===== src/json_string_unescape_utf8_core_defines.svh =====
// Assertion macros shared by the JSON string unescape core.
`ifndef JSON_STRING_UNESCAPE_UTF8_CORE_DEFINES_SVH
`define JSON_STRING_UNESCAPE_UTF8_CORE_DEFINES_SVH
`ifndef ASSERT_OFF
`define JSU_ASSERT(label, prop) \
    label: assert property (@(posedge clk) disable iff (!rst_n) (prop)) \
        else $error("jsu assertion failed");
`define JSU_ASSERT_NEXT(label, pre, post) \
    label: assert property (@(posedge clk) disable iff (!rst_n) (pre) |=> (post)) \
        else $error("jsu assertion failed");
`else
`define JSU_ASSERT(label, prop)
`define JSU_ASSERT_NEXT(label, pre, post)
`endif
`endif


===== src/jsu_pkg.sv =====
// Types, codes and helper functions of the JSON string unescape core.
`default_nettype none
package jsu_pkg;

    localparam int MaxRes = 4;
    localparam int CntW   = $clog2(MaxRes + 1);
    localparam int IdxW   = $clog2(MaxRes);

    localparam logic [2:0] MODE_PLAIN    = 3'd0;
    localparam logic [2:0] MODE_ESC      = 3'd1;
    localparam logic [2:0] MODE_HEX_HI   = 3'd2;
    localparam logic [2:0] MODE_WANT_BSL = 3'd3;
    localparam logic [2:0] MODE_WANT_U   = 3'd4;
    localparam logic [2:0] MODE_HEX_LO   = 3'd5;

    localparam logic [1:0] ST_CONT  = 2'd0;
    localparam logic [1:0] ST_CLOSE = 2'd1;
    localparam logic [1:0] ST_ERROR = 2'd2;

    localparam logic [2:0] ERR_NONE     = 3'd0;
    localparam logic [2:0] ERR_CONTROL  = 3'd1;
    localparam logic [2:0] ERR_BAD_ESC  = 3'd2;
    localparam logic [2:0] ERR_BAD_HEX  = 3'd3;
    localparam logic [2:0] ERR_TRUNC_U  = 3'd4;
    localparam logic [2:0] ERR_UNPAIRED = 3'd5;
    localparam logic [2:0] ERR_BAD_LOW  = 3'd6;
    localparam logic [2:0] ERR_UNTERM   = 3'd7;

    localparam logic [7:0] CH_QUOTE     = 8'h22;
    localparam logic [7:0] CH_BACKSLASH = 8'h5C;
    localparam logic [7:0] CH_SLASH     = 8'h2F;
    localparam logic [7:0] CH_LOWER_B   = 8'h62;
    localparam logic [7:0] CH_LOWER_F   = 8'h66;
    localparam logic [7:0] CH_LOWER_N   = 8'h6E;
    localparam logic [7:0] CH_LOWER_R   = 8'h72;
    localparam logic [7:0] CH_LOWER_T   = 8'h74;
    localparam logic [7:0] CH_LOWER_U   = 8'h75;
    localparam logic [7:0] CH_SPACE     = 8'h20;

    localparam logic [5:0] HIGH_SURR_TAG = 6'b110110;
    localparam logic [5:0] LOW_SURR_TAG  = 6'b110111;
    localparam logic [20:0] SUPP_BASE    = 21'h10000;

    typedef struct packed {
        logic [7:0] out_byte;
        logic       out_valid;
        logic [1:0] string_status;
        logic [2:0] error_code;
    } res_t;

    typedef struct packed {
        logic [CntW-1:0]    count;
        res_t [MaxRes-1:0]  res;
    } dec_t;

    typedef struct packed {
        logic            free;
        logic [CntW-1:0] remaining;
    } buf_status_t;

    function automatic res_t data_result(input logic [7:0] b);
        res_t r;
        r.out_byte      = b;
        r.out_valid     = 1'b1;
        r.string_status = ST_CONT;
        r.error_code    = ERR_NONE;
        return r;
    endfunction

    function automatic res_t flag_result(input logic [1:0] status, input logic [2:0] code);
        res_t r;
        r.out_byte      = 8'h00;
        r.out_valid     = 1'b0;
        r.string_status = status;
        r.error_code    = code;
        return r;
    endfunction

    // Bit 4 set means the byte is not a hex digit.
    function automatic logic [4:0] hex_value(input logic [7:0] c);
        logic [4:0] r;
        if (c >= 8'h30 && c <= 8'h39) begin
            r = {1'b0, c[3:0]};
        end
        else if ((c >= 8'h61 && c <= 8'h66) || (c >= 8'h41 && c <= 8'h46)) begin
            r = {1'b0, c[3:0] + 4'd9};
        end
        else begin
            r = 5'h10;
        end
        return r;
    endfunction

    function automatic dec_t utf8_encode(input logic [20:0] cp);
        dec_t d;
        d = '0;
        if (cp[20:7] == '0) begin
            d.count  = CntW'(1);
            d.res[0] = data_result({1'b0, cp[6:0]});
        end
        else if (cp[20:11] == '0) begin
            d.count  = CntW'(2);
            d.res[0] = data_result({3'b110, cp[10:6]});
            d.res[1] = data_result({2'b10, cp[5:0]});
        end
        else if (cp[20:16] == '0) begin
            d.count  = CntW'(3);
            d.res[0] = data_result({4'b1110, cp[15:12]});
            d.res[1] = data_result({2'b10, cp[11:6]});
            d.res[2] = data_result({2'b10, cp[5:0]});
        end
        else begin
            d.count  = CntW'(4);
            d.res[0] = data_result({5'b11110, cp[20:18]});
            d.res[1] = data_result({2'b10, cp[17:12]});
            d.res[2] = data_result({2'b10, cp[11:6]});
            d.res[3] = data_result({2'b10, cp[5:0]});
        end
        return d;
    endfunction

endpackage
`default_nettype wire


===== src/jsu_in_if.sv =====
// Input channel interface carrying raw string body bytes.
`default_nettype none
interface jsu_in_if;
    logic       valid;
    logic       ready;
    logic [7:0] in_byte;
    logic       text_end;

    modport source (output valid, output in_byte, output text_end, input ready);
    modport sink (input valid, input in_byte, input text_end, output ready);
endinterface
`default_nettype wire


===== src/jsu_out_if.sv =====
// Output channel interface carrying decoded results.
`default_nettype none
interface jsu_out_if;
    logic       valid;
    logic       ready;
    logic [7:0] out_byte;
    logic       out_valid;
    logic [1:0] string_status;
    logic [2:0] error_code;
    logic       last;

    modport source (output valid, output out_byte, output out_valid,
                    output string_status, output error_code, output last, input ready);
    modport sink (input valid, input out_byte, input out_valid,
                  input string_status, input error_code, input last, output ready);
endinterface
`default_nettype wire


===== src/jsu_decode.sv =====
// Escape decoder: escape state registers and the per-byte result logic.
`default_nettype none
module jsu_decode (
    input  wire logic         clk,
    input  wire logic         rst_n,
    input  wire logic         step,
    input  wire logic [7:0]   in_byte,
    input  wire logic         text_end,
    output jsu_pkg::dec_t     result
);

    logic [2:0]  mode_reg, mode_next;
    logic [1:0]  hc_reg, hc_next;
    logic [15:0] first_reg, first_next;
    logic [15:0] second_reg, second_next;

    logic [4:0]  hv;
    logic [15:0] first_sh;
    logic [15:0] second_sh;
    logic [20:0] pair_cp;
    logic        fail_en;
    logic [2:0]  fail_code;
    logic        idle_en;

    assign hv        = jsu_pkg::hex_value(in_byte);
    assign first_sh  = {first_reg[11:0], hv[3:0]};
    assign second_sh = {second_reg[11:0], hv[3:0]};
    assign pair_cp   = jsu_pkg::SUPP_BASE + {1'b0, first_reg[9:0], second_sh[9:0]};

    always_comb
    begin
        mode_next   = mode_reg;
        hc_next     = hc_reg;
        first_next  = first_reg;
        second_next = second_reg;
        result      = '0;
        fail_en     = 1'b0;
        fail_code   = jsu_pkg::ERR_NONE;
        idle_en     = 1'b0;
        if (text_end)
        begin
            fail_en = 1'b1;
            unique case (mode_reg)
                jsu_pkg::MODE_HEX_HI, jsu_pkg::MODE_HEX_LO: fail_code = jsu_pkg::ERR_TRUNC_U;
                jsu_pkg::MODE_WANT_BSL, jsu_pkg::MODE_WANT_U: fail_code = jsu_pkg::ERR_UNPAIRED;
                default: fail_code = jsu_pkg::ERR_UNTERM;
            endcase
        end
        else
        begin
            unique case (mode_reg)
                jsu_pkg::MODE_ESC:
                begin
                    mode_next    = jsu_pkg::MODE_PLAIN;
                    result.count = jsu_pkg::CntW'(1);
                    unique case (in_byte)
                        jsu_pkg::CH_QUOTE:     result.res[0] = jsu_pkg::data_result(in_byte);
                        jsu_pkg::CH_BACKSLASH: result.res[0] = jsu_pkg::data_result(in_byte);
                        jsu_pkg::CH_SLASH:     result.res[0] = jsu_pkg::data_result(in_byte);
                        jsu_pkg::CH_LOWER_B:   result.res[0] = jsu_pkg::data_result(8'h08);
                        jsu_pkg::CH_LOWER_F:   result.res[0] = jsu_pkg::data_result(8'h0C);
                        jsu_pkg::CH_LOWER_N:   result.res[0] = jsu_pkg::data_result(8'h0A);
                        jsu_pkg::CH_LOWER_R:   result.res[0] = jsu_pkg::data_result(8'h0D);
                        jsu_pkg::CH_LOWER_T:   result.res[0] = jsu_pkg::data_result(8'h09);
                        jsu_pkg::CH_LOWER_U:
                        begin
                            result.count = '0;
                            mode_next    = jsu_pkg::MODE_HEX_HI;
                            hc_next      = 2'd0;
                            first_next   = 16'h0000;
                        end
                        default:
                        begin
                            fail_en   = 1'b1;
                            fail_code = jsu_pkg::ERR_BAD_ESC;
                        end
                    endcase
                end
                jsu_pkg::MODE_HEX_HI:
                begin
                    if (hv[4])
                    begin
                        fail_en   = 1'b1;
                        fail_code = jsu_pkg::ERR_BAD_HEX;
                    end
                    else if (hc_reg != 2'd3)
                    begin
                        first_next = first_sh;
                        hc_next    = hc_reg + 2'd1;
                    end
                    else
                    begin
                        first_next = first_sh;
                        hc_next    = 2'd0;
                        if (first_sh[15:10] == jsu_pkg::HIGH_SURR_TAG)
                        begin
                            mode_next = jsu_pkg::MODE_WANT_BSL;
                        end
                        else if (first_sh[15:10] == jsu_pkg::LOW_SURR_TAG)
                        begin
                            fail_en   = 1'b1;
                            fail_code = jsu_pkg::ERR_UNPAIRED;
                        end
                        else
                        begin
                            result  = jsu_pkg::utf8_encode({5'd0, first_sh});
                            idle_en = 1'b1;
                        end
                    end
                end
                jsu_pkg::MODE_WANT_BSL:
                begin
                    if (in_byte == jsu_pkg::CH_BACKSLASH)
                    begin
                        mode_next = jsu_pkg::MODE_WANT_U;
                    end
                    else
                    begin
                        fail_en   = 1'b1;
                        fail_code = jsu_pkg::ERR_UNPAIRED;
                    end
                end
                jsu_pkg::MODE_WANT_U:
                begin
                    if (in_byte == jsu_pkg::CH_LOWER_U)
                    begin
                        mode_next   = jsu_pkg::MODE_HEX_LO;
                        hc_next     = 2'd0;
                        second_next = 16'h0000;
                    end
                    else
                    begin
                        fail_en   = 1'b1;
                        fail_code = jsu_pkg::ERR_UNPAIRED;
                    end
                end
                jsu_pkg::MODE_HEX_LO:
                begin
                    if (hv[4])
                    begin
                        fail_en   = 1'b1;
                        fail_code = jsu_pkg::ERR_BAD_HEX;
                    end
                    else if (hc_reg != 2'd3)
                    begin
                        second_next = second_sh;
                        hc_next     = hc_reg + 2'd1;
                    end
                    else if (second_sh[15:10] != jsu_pkg::LOW_SURR_TAG)
                    begin
                        fail_en   = 1'b1;
                        fail_code = jsu_pkg::ERR_BAD_LOW;
                    end
                    else
                    begin
                        result  = jsu_pkg::utf8_encode(pair_cp);
                        idle_en = 1'b1;
                    end
                end
                default:
                begin
                    mode_next = jsu_pkg::MODE_PLAIN;
                    if (in_byte == jsu_pkg::CH_QUOTE)
                    begin
                        result.count  = jsu_pkg::CntW'(1);
                        result.res[0] = jsu_pkg::flag_result(jsu_pkg::ST_CLOSE,
                                                             jsu_pkg::ERR_NONE);
                        idle_en       = 1'b1;
                    end
                    else if (in_byte < jsu_pkg::CH_SPACE)
                    begin
                        fail_en   = 1'b1;
                        fail_code = jsu_pkg::ERR_CONTROL;
                    end
                    else if (in_byte == jsu_pkg::CH_BACKSLASH)
                    begin
                        mode_next = jsu_pkg::MODE_ESC;
                    end
                    else
                    begin
                        result.count  = jsu_pkg::CntW'(1);
                        result.res[0] = jsu_pkg::data_result(in_byte);
                    end
                end
            endcase
        end
        if (fail_en)
        begin
            result        = '0;
            result.count  = jsu_pkg::CntW'(1);
            result.res[0] = jsu_pkg::flag_result(jsu_pkg::ST_ERROR, fail_code);
            idle_en       = 1'b1;
        end
        if (idle_en)
        begin
            mode_next   = jsu_pkg::MODE_PLAIN;
            hc_next     = 2'd0;
            first_next  = 16'h0000;
            second_next = 16'h0000;
        end
    end

    always_ff @(posedge clk or negedge rst_n)
    begin
        if (!rst_n)
        begin
            mode_reg   <= jsu_pkg::MODE_PLAIN;
            hc_reg     <= 2'd0;
            first_reg  <= 16'h0000;
            second_reg <= 16'h0000;
        end
        else if (step)
        begin
            mode_reg   <= mode_next;
            hc_reg     <= hc_next;
            first_reg  <= first_next;
            second_reg <= second_next;
        end
    end

endmodule
`default_nettype wire


===== src/jsu_out_buf.sv =====
// Result register that holds the results of one byte and hands them out one per transfer.
`default_nettype none
module jsu_out_buf (
    input  wire logic              clk,
    input  wire logic              rst_n,
    input  wire logic              load,
    input  wire jsu_pkg::dec_t     result,
    output jsu_pkg::buf_status_t   status,
    jsu_out_if.source              result_chan
);

    jsu_pkg::dec_t                 buf_reg;
    logic [jsu_pkg::CntW-1:0]      rem_reg, rem_next;
    logic [jsu_pkg::IdxW-1:0]      idx_reg, idx_next;
    logic                          pop;
    jsu_pkg::res_t                 cur;

    assign cur  = buf_reg.res[idx_reg];
    assign pop  = result_chan.valid && result_chan.ready;

    assign result_chan.valid         = (rem_reg != '0);
    assign result_chan.out_byte      = cur.out_byte;
    assign result_chan.out_valid     = cur.out_valid;
    assign result_chan.string_status = cur.string_status;
    assign result_chan.error_code    = cur.error_code;
    assign result_chan.last          = (rem_reg == jsu_pkg::CntW'(1));

    assign status.free      = (rem_reg == '0) || ((rem_reg == jsu_pkg::CntW'(1)) && pop);
    assign status.remaining = rem_reg;

    always_comb
    begin
        rem_next = rem_reg;
        idx_next = idx_reg;
        if (load)
        begin
            rem_next = result.count;
            idx_next = '0;
        end
        else if (pop)
        begin
            rem_next = rem_reg - jsu_pkg::CntW'(1);
            idx_next = idx_reg + jsu_pkg::IdxW'(1);
        end
    end

    always_ff @(posedge clk or negedge rst_n)
    begin
        if (!rst_n)
        begin
            rem_reg <= '0;
            idx_reg <= '0;
        end
        else
        begin
            rem_reg <= rem_next;
            idx_reg <= idx_next;
        end
    end

    always_ff @(posedge clk)
    begin
        if (load)
        begin
            buf_reg <= result;
        end
    end

endmodule
`default_nettype wire


===== src/json_string_unescape_utf8_core.sv =====
// Top level of the JSON string unescape core: input register, decoder and result register.
`default_nettype none
// The core takes a JSON string body one byte per transfer, starting after the opening
// quote, and returns the unescaped text as UTF-8 bytes, one result per transfer, followed
// by a status result on a closing quote or an error; last marks the final result of each
// input byte. An input byte is registered, decoded from the input register, and its
// zero to four results are written to the result register, which offers them one per
// transfer; the first result is offered once the byte has passed both registers.
// The rate is set by the single result port: a byte holds it until its last result
// transfers, and a byte that yields none (a backslash or a hex digit in the middle of an
// escape) passes without holding it, so plain text runs at one byte per clock while the
// output is not stalled. While results wait on a stalled output, the input register takes
// at most one more byte and then holds the input until the last waiting result transfers.
`include "json_string_unescape_utf8_core_defines.svh"
module json_string_unescape_utf8_core (
    input  wire logic  clk,
    input  wire logic  rst_n,
    jsu_in_if.sink     byte_chan,
    jsu_out_if.source  result_chan
);

    logic                  hold_valid_reg, hold_valid_next;
    logic [7:0]            hold_byte_reg;
    logic                  hold_end_reg;
    logic                  take;
    logic                  step;
    jsu_pkg::dec_t         dec;
    jsu_pkg::buf_status_t  buf_status;
    logic                  err_shown;
    logic                  err_flagged;

    assign step            = hold_valid_reg && buf_status.free;
    assign byte_chan.ready = !hold_valid_reg || step;
    assign take            = byte_chan.valid && byte_chan.ready;
    assign hold_valid_next = take || (hold_valid_reg && !step);

    always_ff @(posedge clk or negedge rst_n)
    begin
        if (!rst_n)
        begin
            hold_valid_reg <= 1'b0;
        end
        else
        begin
            hold_valid_reg <= hold_valid_next;
        end
    end

    always_ff @(posedge clk)
    begin
        if (take)
        begin
            hold_byte_reg <= byte_chan.in_byte;
            hold_end_reg  <= byte_chan.text_end;
        end
    end

    jsu_decode u_decode (
        .clk      (clk),
        .rst_n    (rst_n),
        .step     (step),
        .in_byte  (hold_byte_reg),
        .text_end (hold_end_reg),
        .result   (dec)
    );

    jsu_out_buf u_out_buf (
        .clk         (clk),
        .rst_n       (rst_n),
        .load        (step),
        .result      (dec),
        .status      (buf_status),
        .result_chan (result_chan)
    );

    assign err_shown   = result_chan.valid
                         && (result_chan.string_status == jsu_pkg::ST_ERROR);
    assign err_flagged = !result_chan.out_valid
                         && (result_chan.error_code != jsu_pkg::ERR_NONE)
                         && result_chan.last;

    `JSU_ASSERT_NEXT(a_held_byte_kept, hold_valid_reg && !step, hold_valid_reg)
    `JSU_ASSERT(a_rem_bounded, buf_status.remaining <= jsu_pkg::CntW'(jsu_pkg::MaxRes))
    `JSU_ASSERT(a_dec_count_bounded, !step || dec.count <= jsu_pkg::CntW'(jsu_pkg::MaxRes))
    `JSU_ASSERT(a_error_has_code, !err_shown || err_flagged)

endmodule
`default_nettype wire

===== src/flat_wrapper.sv =====
// flat-port wrapper written by rule: the top's interface ports become plain ports
module json_string_unescape_utf8_core_flat 
  (clk, rst_n, byte_chan_valid, byte_chan_in_byte, byte_chan_text_end, byte_chan_ready, result_chan_valid, result_chan_out_byte, result_chan_out_valid, result_chan_string_status, result_chan_error_code, result_chan_last, result_chan_ready);
  jsu_in_if byte_chan_i ();
  jsu_out_if result_chan_i ();
  input  wire logic clk;
  input  wire logic rst_n;
  input wire logic [$bits(byte_chan_i.valid)-1:0] byte_chan_valid;
  input wire logic [$bits(byte_chan_i.in_byte)-1:0] byte_chan_in_byte;
  input wire logic [$bits(byte_chan_i.text_end)-1:0] byte_chan_text_end;
  output wire logic [$bits(byte_chan_i.ready)-1:0] byte_chan_ready;
  output wire logic [$bits(result_chan_i.valid)-1:0] result_chan_valid;
  output wire logic [$bits(result_chan_i.out_byte)-1:0] result_chan_out_byte;
  output wire logic [$bits(result_chan_i.out_valid)-1:0] result_chan_out_valid;
  output wire logic [$bits(result_chan_i.string_status)-1:0] result_chan_string_status;
  output wire logic [$bits(result_chan_i.error_code)-1:0] result_chan_error_code;
  output wire logic [$bits(result_chan_i.last)-1:0] result_chan_last;
  input wire logic [$bits(result_chan_i.ready)-1:0] result_chan_ready;
  assign byte_chan_i.valid = byte_chan_valid;
  assign byte_chan_i.in_byte = byte_chan_in_byte;
  assign byte_chan_i.text_end = byte_chan_text_end;
  assign byte_chan_ready = byte_chan_i.ready;
  assign result_chan_valid = result_chan_i.valid;
  assign result_chan_out_byte = result_chan_i.out_byte;
  assign result_chan_out_valid = result_chan_i.out_valid;
  assign result_chan_string_status = result_chan_i.string_status;
  assign result_chan_error_code = result_chan_i.error_code;
  assign result_chan_last = result_chan_i.last;
  assign result_chan_i.ready = result_chan_ready;
  json_string_unescape_utf8_core u_core (.clk(clk), .rst_n(rst_n), .byte_chan(byte_chan_i), .result_chan(result_chan_i));
endmodule

===== config.mk =====
export PLATFORM = sky130hd
export DESIGN_NAME = json_string_unescape_utf8_core_flat
export DESIGN_NICKNAME = d
export VERILOG_FILES = /design/src/jsu_pkg.sv /design/src/jsu_in_if.sv /design/src/jsu_out_if.sv /design/src/jsu_decode.sv /design/src/jsu_out_buf.sv /design/src/json_string_unescape_utf8_core.sv /design/src/flat_wrapper.sv
export VERILOG_INCLUDE_DIRS = /design/src /design/src/src
export SDC_FILE = /design/constraint.sdc
export NUM_CORES = 1
export LEC_CHECK = 0
export ABC_AREA = 1
export BUFFER_PORTS_ARGS = -buffer_cell sky130_fd_sc_hd__buf_2
export CORE_AREA = 2 2 145 133
export DETAILED_ROUTE_END_ITERATION = 10
export DIE_AREA = 0 0 147 135
export PLACE_DENSITY = 0.47
export SYNTH_ARGS = -nofsm -noshare
export SYNTH_HDL_FRONTEND = slang
export SYNTH_HIERARCHICAL = 1
export SYNTH_SLANG_ARGS = --single-unit

===== constraint.sdc =====
create_clock -name clk -period 9.7 [get_ports clk]
set_input_delay 1.455 -clock clk [delete_from_list [all_inputs] [get_ports clk]]
set_output_delay 1.455 -clock clk [all_outputs]
set_load 0.01 [all_outputs]

==> impl_metrics.tcl, run 1 <==
set metrics [dict create \
    vdd_ir_drop_max_mv 0.127 \
    synth_cell_type_count 36 \
    post_cts_buffers 0 \
    dieWidth_um 147 \
    first_iter_violations 519 \
    cts_resized 0 \
    worst_pin_slew_ns 0.900 \
    power_density_mw_per_mm2 238 \
    fin_crit_sh 0.363 \
    mostFrequentLayoutCells "nand2_1 (162), nor2_1 (105), inv_1 (73)" \
    synth_simple_gate_area_frac 0.279 \
    cts.sinks 100 \
    drive_above_1_share 0.119 \
    clkLatencyLatePin_ns 0.36 \
    whs_path_depth 2 \
    die_area_mm2 0.0198 \
    core_mm2 0.0182 \
    drc_errors 0 \
    crit_type "in2out" \
    fmax_mhz 284 \
    maxSlewHeadroom 0.400 \
    cp-end-kind "output pin" \
    overflow 0 \
    drt_wl_total_mm 18.7 \
    dr.pass1.iters 7 \
    netlist_instances 795 \
    die_y_um 135 \
    setup-violations-final 0 \
    crit_path_start_kind "input port" \
    cts_buffer_depth 2 \
    track_usage 0.195 \
    path_clk_slew_ns 0.07 \
    layout_setup_ws_ns 6.18 \
    via_per_inst 5.15 \
    cts_tree "built" \
    crit_slowest_cell "o21ai_1" \
    fin_worst_hold_slack_ns 0.475 \
    grt_pass1_vias 5195 \
    cts_max_level 3 \
    dp_hpwl_mm 13.6 \
    ys_ff_latch 100 \
    clock-skew-final_ns 0.00885 \
    vias 5409 \
    io_pins 30 \
    synth_top_cell_area_share 0.310 \
    maxCapViolations 0 \
    slowest_delay_ns 0.17 \
    cp_max_fo 5 \
    synth_top_family_by_area "simple AND/OR/NAND/NOR gates" \
    synth-compound-area-share 0.130 \
    yosysWarnings 6 \
    status "complete, no violations" \
    largest_reg_flops 56 \
    port_buffers 29 \
    synth_area_leaders "edfxtp_1 (31%), dfrtp_1 (14%), nand2_1 (9.7%)" \
    start_util 0.345 \
    fin_crit_ns 3.52 \
    fill_cells 1973 \
    rsz0062_at_grt "false" \
    path_cells "buf_2, nand2_2, o21ai_1, inv_1, nand2_1, buf_2" \
    routedWlPerCell_um 17.8 \
    grt_max_degree 75 \
    grt_pass1_wl_mm 29.5 \
    cp.arrival_ns 2.07 \
    cp_num_buf_inv 3 \
    antenna_found_initial 0 \
    gp_congestion 0.942 \
    num_rows 47 \
    diodes 0 \
    drv_slew 0 \
    nets 825 \
    r2r.worst_path.cells 14 \
    synth-xor-area-share 0.00557 \
    final_hold_viol_count 0 \
    cts_hold_buf 0 \
    cp.depth 6 \
    p_leak_nw 2.96 \
    cts_root_buf "clkbuf_16" \
    syn2layout_area_growth_pct 7.28 \
    cpMostUsedCell "buf_2" \
    numCtsBuffers 9 \
    crit_family "buffers and inverters" \
    total_power_mw 1.61 \
    final.setup.tns_ns 0 \
    seq_area_frac_synth 0.450 \
    final_common_cell "nand2_1" \
    antenna_left 0 \
    synth_fa_ha_area_frac 0.0219 \
    cp.required_ns 8.25 \
    min_path_type "reg2reg" \
    synth_mux_area_frac 0 \
    synth_top_cell_by_area "edfxtp_1" \
    synth_area_mm2 0.00629 \
    syn_avg_cell_area_um2 7.91 \
    dp_worst_setup_slack_ns 5.96 \
]
-- through the flow --
step	instances	cell area (um^2)	utilization
2_1_floorplan	812	6350	-
3_3_place_gp	1035	6460	0.354
3_5_place_dp	1035	6460	0.354
4_1_cts	1051	6750	0.370
5_1_grt	1051	6750	0.370
6_report	1051	6750	0.370
-- synthesized netlist by cell type, drive strengths merged --
cell	number
nand2	175
nor2	116
inv	91
edfxtp	65
o21ai	63
buf	42
nand3	40
nand4	40
dfrtp	35
a21oi	30
o22ai	25
nor3	15
o211ai	14
clkbuf	12
ha	11
a22oi	6
xor2	3
a211oi	2
a31oi	2
clkinv	2
a41oi	1
and2	1
conb	1
nand3b	1
o21a	1
xnor2	1
-- layer usage --
metal / vias up / GRT usage / share of wire
met2: 140 / 0.292 / 0.43
li1: 2655 / - / -
met3: 25 / 0.0409 / 0.053
met5: - / 0 / 0
met4: 0 / 0.0507 / 0.015
met1: 2589 / 0.287 / 0.50
-- worst reg2reg max path: stages, from the launching register on --
cell	delay, ns
edfxtp_1	0.48
inv_1	0.21
ha_1	0.26
inv_1	0.07
nor2_2	0.12
nand3_2	0.16
nand2_1	0.16
nand3_2	0.11
nor2_2	0.10
nand3_2	0.31
nor2_4	0.73
nand2_1	0.13
nand2_1	0.33
nand2_1	0.10
nand2_1	0.07
-- layout make-up --
| class | count | area, um^2 | share of cell area |
|---|---|---|---|
| sequential | 100 | 2830 | 0.419 |
| multi-input combinational | 565 | 2810 | 0.416 |
| clock buffer | 9 | 225 | 0.0334 |
| timing repair buffer | 32 | 168 | 0.0249 |
| tap | 245 | 307 | 0.0454 |
| clock inverter | 7 | 61.3 | 0.00909 |
| inverter | 93 | 350 | 0.0519 |
-- report_power, final --
part	switching, mW	leakage (nW)	internal [mW]
clock	0.171	0.137	0.180
sequential	0.0655	1.09	0.627
combinational	0.407	1.73	0.158
total	0.644	2.96	0.965
-- kinds of logic (layout without fill, tap and decap cells) --
| group | Yosys count | after routing |
|---|---|---|
| AOI/OAI and AO/OA | 144 | 144 |
| xor gates and xnor gates | 4 | 4 |
| adders and majority gates | 11 | 11 |
| buffers and inverters | 147 | 141 |
| DFF | 100 | 100 |
| other | 1 | 18 |
| and+or+nand+nor | 388 | 388 |
-- worst paths after layout --
| kind | end | from | slack, ns |
|---|---|---|---|
| max | byte_chan_ready | result_chan_ready | 6.18 |
| min | u_core/u_decode/second_reg[11] | u_core/u_decode/second_reg[11] | 0.47 |
| max reg2reg | u_core/u_decode/second_reg[8] | u_core/hold_byte_reg[1] | 6.29 |
| min reg2reg | u_core/u_decode/second_reg[11] | u_core/u_decode/second_reg[11] | 0.47 |
| max in group asynchronous | u_core/u_decode/second_reg[1] | rst_n | 7.91 |
| min in group asynchronous | u_core/u_decode/first_reg[1] | rst_n | 1.22 |
No activity file was read; power rests on OpenSTA's default activity.
==> run 2, diff against run 1 <==
- clock period: 9.7 -> 3.5 ns (I/O delays scaled with it)
==> impl_metrics.tcl, run 2 (same netlist as run 1, synthesis figures left out) <==
set metrics [dict create \
    dp_worst_setup_slack_ns 0.476 \
    pwr-share-comb 0.356 \
    crit_type "reg2reg" \
    power_density_mw_per_mm2 671 \
    antenna_found_initial 0 \
    layout_setup_ws_ns 0.500 \
    worst_pin_slew_ns 0.844 \
    crit_slowest_cell "nor2_1" \
    fin_crit_sh 0.857 \
    gp_congestion 0.911 \
    io_pins 30 \
    cts_max_level 3 \
    rr_startpoint "u_core/u_decode/first_reg[6]" \
    die_y_um 135 \
    drive_above_1_share 0.129 \
    antenna_left 0 \
    final_common_cell "nand2_1" \
    final_hold_viol_count 0 \
    min_path_type "in2async" \
    path_clk_slew_ns 0.08 \
    rsz0062_at_grt "false" \
    p_leak_nw 3.02 \
    cp.required_ns 3.58 \
    cp-end-kind "flop" \
    p_switching_mw 1.87 \
    maxSlewHeadroom 0.437 \
    largest_reg_flops 56 \
    core_mm2 0.0182 \
    via_per_inst 5.20 \
    placed_area_mm2 0.00654 \
    start_util 0.345 \
    nets 834 \
    seqPwrFrac 0.416 \
    cp.arrival_ns 3.08 \
    r2r.worst_path.cells 9 \
    clkLatencyLatePin_ns 0.37 \
    timing.rr.end "u_core/u_out_buf/buf_reg[12]" \
    first_iter_violations 443 \
    post_cts_buffers 0 \
    cp_max_fo 10 \
    cts.sinks 100 \
    drc_errors 0 \
    crit_path_start_kind "flop" \
    diodes 0 \
    die_area_mm2 0.0198 \
    dieWidth_um 147 \
    cts_root_buf "clkbuf_16" \
    drv_slew 0 \
    p_int_mw 2.73 \
    cts_buffer_depth 2 \
    fin_worst_hold_slack_ns 0.268 \
    grt_max_degree 65 \
    status "complete, no violations" \
    overflow 0 \
    port_buffers 29 \
    track_usage 0.200 \
    slowest_delay_ns 0.55 \
    switching_share 0.406 \
    clock-skew-final_ns 0.0103 \
    grt_pass1_vias 5400 \
    vdd_ir_drop_max_mv 0.375 \
    cts_resized 0 \
    grt_pass1_wl_mm 30.6 \
    mostFrequentLayoutCells "nand2_1 (162), nor2_1 (105), inv_1 (73)" \
    r2r_slack_ns 0.50 \
    dr.pass1.iters 4 \
    final_util 0.376 \
    numCtsBuffers 9 \
    cts_tree "built" \
    fmax_mhz 333 \
    clock_power_share 0.228 \
    cts_hold_buf 0 \
    maxCapViolations 0 \
    vias 5517 \
    num_rows 47 \
    fin_crit_ns 3.00 \
    design_area_mm2 0.00685 \
    setup-violations-final 0 \
    fill_cells 1921 \
    drt_wl_total_mm 19.0 \
    routedWlPerCell_um 17.9 \
    path_cells "inv_1, ha_1, nand3_1, nor2_1, nand2_1, nor2_1, inv_1, o21ai_0, a41oi_1" \
    final.setup.tns_ns 0 \
    syn2layout_area_growth_pct 8.87 \
    dp_hpwl_mm 14.2 \
]
run 2: changes by cell type in the layout (fill, tap and decap cells not counted), sizes merged:
cell / previous run / this run
inv: 95 / 96
clkinvlp: 2 / 0
buf: 32 / 41
clkinv: 3 / 4
run 2: worst max path at each step:
| stage | depth (start not counted) | end | start |
|---|---|---|---|
| 5_1_grt | 9 | u_core/u_out_buf/buf_reg[12] | u_core/u_decode/first_reg[6] |
| 3_5_place_dp | 9 | u_core/u_out_buf/buf_reg[12] | u_core/u_decode/first_reg[6] |
| 3_3_place_gp | 9 | u_core/u_out_buf/buf_reg[12] | u_core/u_decode/first_reg[6] |
| 2_1_floorplan | 12 | u_core/u_decode/hc_reg[0] | u_core/u_out_buf/rem_reg[0] |
| 6_report | 9 | u_core/u_out_buf/buf_reg[12] | u_core/u_decode/first_reg[6] |
| 4_1_cts | 9 | u_core/u_out_buf/buf_reg[12] | u_core/u_decode/first_reg[6] |
run 2: critical path, delay by kind of cell (launching register included):
kind / cells / cell delay, ns
adders and majority gates: 1 / 0.34
buffers and inverters: 2 / 0.33
DFF: 1 / 0.51
and+or+nand+nor: 4 / 1.02
AOI/OAI and AO/OA: 2 / 0.51
run 2: power groups by stage:
| stage | registers [mW] | logic [mW] | clock network (mW) |
|---|---|---|---|
| 2_1_floorplan | 1.86 | 1.20 | 0 |
| 3_3_place_gp | 1.93 | 1.64 | 0 |
| 3_5_place_dp | 1.94 | 1.65 | 0 |
| 4_1_cts | 1.91 | 1.66 | 1.08 |
| 5_1_grt | 1.96 | 1.85 | 1.12 |
| 6_report | 1.91 | 1.64 | 1.05 |
run 2: cell type report:
type	instances	area, um^2	area share
Clock inverter	7	81.3	0.0119
Timing Repair Buffer	41	248	0.0362
Sequential cell	100	2830	0.413
Multi-Input combinational cell	565	2810	0.410
Clock buffer	9	225	0.0329
Tap cell	245	307	0.0448
Inverter	93	350	0.0512
run 2: layer usage:
layer  GRT usage  up-vias  share of wire
li1            -     2683              -
met1       0.283     2623           0.48
met2       0.311      181           0.45
met3      0.0392       30          0.059
met4      0.0630        0          0.020
met5           0        -              0
run 2: stage by stage:
stage                     power, mW  std cells
after floorplan                3.06        812
after global placement         3.57       1044
after detailed placement       3.59       1044
after CTS                      4.65       1060
after global routing           4.93       1060
final                          4.59       1060
==> run 3, diff against run 2 <==
- PLACE_DENSITY: 0.47 -> unset
==> impl_metrics.tcl, run 3 (same netlist as run 1, synthesis figures left out) <==
set metrics [dict create \
    status "complete, no violations" \
    vias 5439 \
    dp_hpwl_mm 12.7 \
    design_area_mm2 0.00682 \
    via_per_inst 5.14 \
    fin_crit_ns 3.06 \
    path_clk_slew_ns 0.08 \
    drt_wl_total_mm 17.5 \
    grt_pass1_wl_mm 28.2 \
    die_y_um 135 \
    largest_reg_flops 56 \
    drive_above_1_share 0.127 \
    cp.arrival_ns 3.34 \
    antenna_left 0 \
    cts_root_buf "clkbuf_16" \
    fill_cells 1930 \
    clock-skew-final_ns 0.0129 \
    drv_slew 0 \
    syn2layout_area_growth_pct 8.40 \
    die_area_mm2 0.0198 \
    power_density_mw_per_mm2 655 \
    setup-violations-final 0 \
    pwr-share-comb 0.356 \
    fin_worst_hold_slack_ns 0.289 \
    grt_max_degree 68 \
    p_switching_mw 1.77 \
    final_common_cell "nand2_1" \
    clkLatencyLatePin_ns 0.36 \
    fin_crit_sh 0.874 \
    worst_pin_slew_ns 0.882 \
    start_util 0.345 \
    core_mm2 0.0182 \
    final.setup.tns_ns 0 \
    p_int_mw 2.69 \
    cts_buffer_depth 2 \
    first_iter_violations 495 \
    gp_congestion 0.977 \
    nets 833 \
    track_usage 0.183 \
    cp.required_ns 3.78 \
    cts_hold_buf 0 \
    mostFrequentLayoutCells "nand2_1 (162), nor2_1 (105), inv_1 (73)" \
    placed_area_mm2 0.00653 \
    num_rows 47 \
    cts.sinks 100 \
    crit_path_start_kind "flop" \
    io_pins 30 \
    rsz0062_at_grt "false" \
    min_path_type "in2async" \
    vdd_ir_drop_max_mv 0.313 \
    dieWidth_um 147 \
    numCtsBuffers 9 \
    cp-end-kind "flop" \
    final_hold_viol_count 0 \
    cts_tree "built" \
    cts_max_level 3 \
    port_buffers 29 \
    post_cts_buffers 0 \
    dr.pass1.iters 5 \
    clock_power_share 0.218 \
    r2r_slack_ns 0.44 \
    maxCapViolations 0 \
    seqPwrFrac 0.425 \
    grt_pass1_vias 5071 \
    fmax_mhz 327 \
    antenna_found_initial 0 \
    p_leak_nw 3.00 \
    switching_share 0.397 \
    routedWlPerCell_um 16.5 \
    overflow 0 \
    cts_resized 0 \
    drc_errors 0 \
    crit_type "reg2reg" \
    cp_max_fo 9 \
    diodes 0 \
    maxSlewHeadroom 0.412 \
]
[run 3: layout make-up]
cell class              instances  area (um^2)  area share
multi-input cells             565         2810       0.412
inverters                      93          350      0.0514
well taps                     245          307      0.0450
clock inverters                 6         55.1     0.00808
flip-flops and latches        100         2830       0.415
clock buffers                  10          229      0.0336
repair buffers                 40          240      0.0352
[run 3: through the flow]
stage	worst slack [ns]	total power, mW	util	std cells
2_1_floorplan	0.351	3.06	-	812
3_5_place_dp	0.560	3.54	0.358	1043
4_1_cts	0.526	4.52	0.374	1059
6_report	0.440	4.46	0.374	1059
5_1_grt	0.171	4.79	0.374	1059
3_3_place_gp	0.489	3.53	0.358	1043
[run 3: power groups by stage]
stage                     logic, mW  registers (mW)  clock network, mW
final                          1.59            1.90              0.975
after global routing           1.80            1.94               1.05
after CTS                      1.61            1.90               1.00
after detailed placement       1.61            1.93                  0
after global placement         1.60            1.92                  0
after floorplan                1.20            1.86                  0
[run 3: final timing paths]
check / startpoint / endpoint / cells after the start
min reg2reg: u_core/u_decode/second_reg[3] / u_core/u_decode/second_reg[3] / 2
max: u_core/u_decode/first_reg[6] / u_core/u_out_buf/rem_reg[0] / 14
min in group clk: byte_chan_in_byte[4] / u_core/hold_byte_reg[4] / 1
max in group asynchronous: rst_n / u_core/u_out_buf/rem_reg[2] / 1
min: rst_n / u_core/u_decode/second_reg[7] / 1
max reg2reg: u_core/u_decode/first_reg[6] / u_core/u_out_buf/rem_reg[0] / 14
[run 3: per-layer routing]
layer,part of all wire,vias up,track usage
li1,-,2678,-
met1,0.48,2556,0.268
met2,0.43,179,0.272
met3,0.066,26,0.0405
met4,0.020,0,0.0529
met5,0,-,0
[run 3: critical path: stages, from the launching register on]
cell,delay [ns]
dfrtp_1,0.52
inv_1,0.20
ha_1,0.40
nand3_1,0.09
nor2_1,0.18
nand2_1,0.17
nor2_1,0.56
inv_1,0.19
a21oi_1,0.21
nor2_1,0.08
o211ai_1,0.09
nand2_1,0.07
o21ai_0,0.08
nand2_1,0.07
o21ai_1,0.07
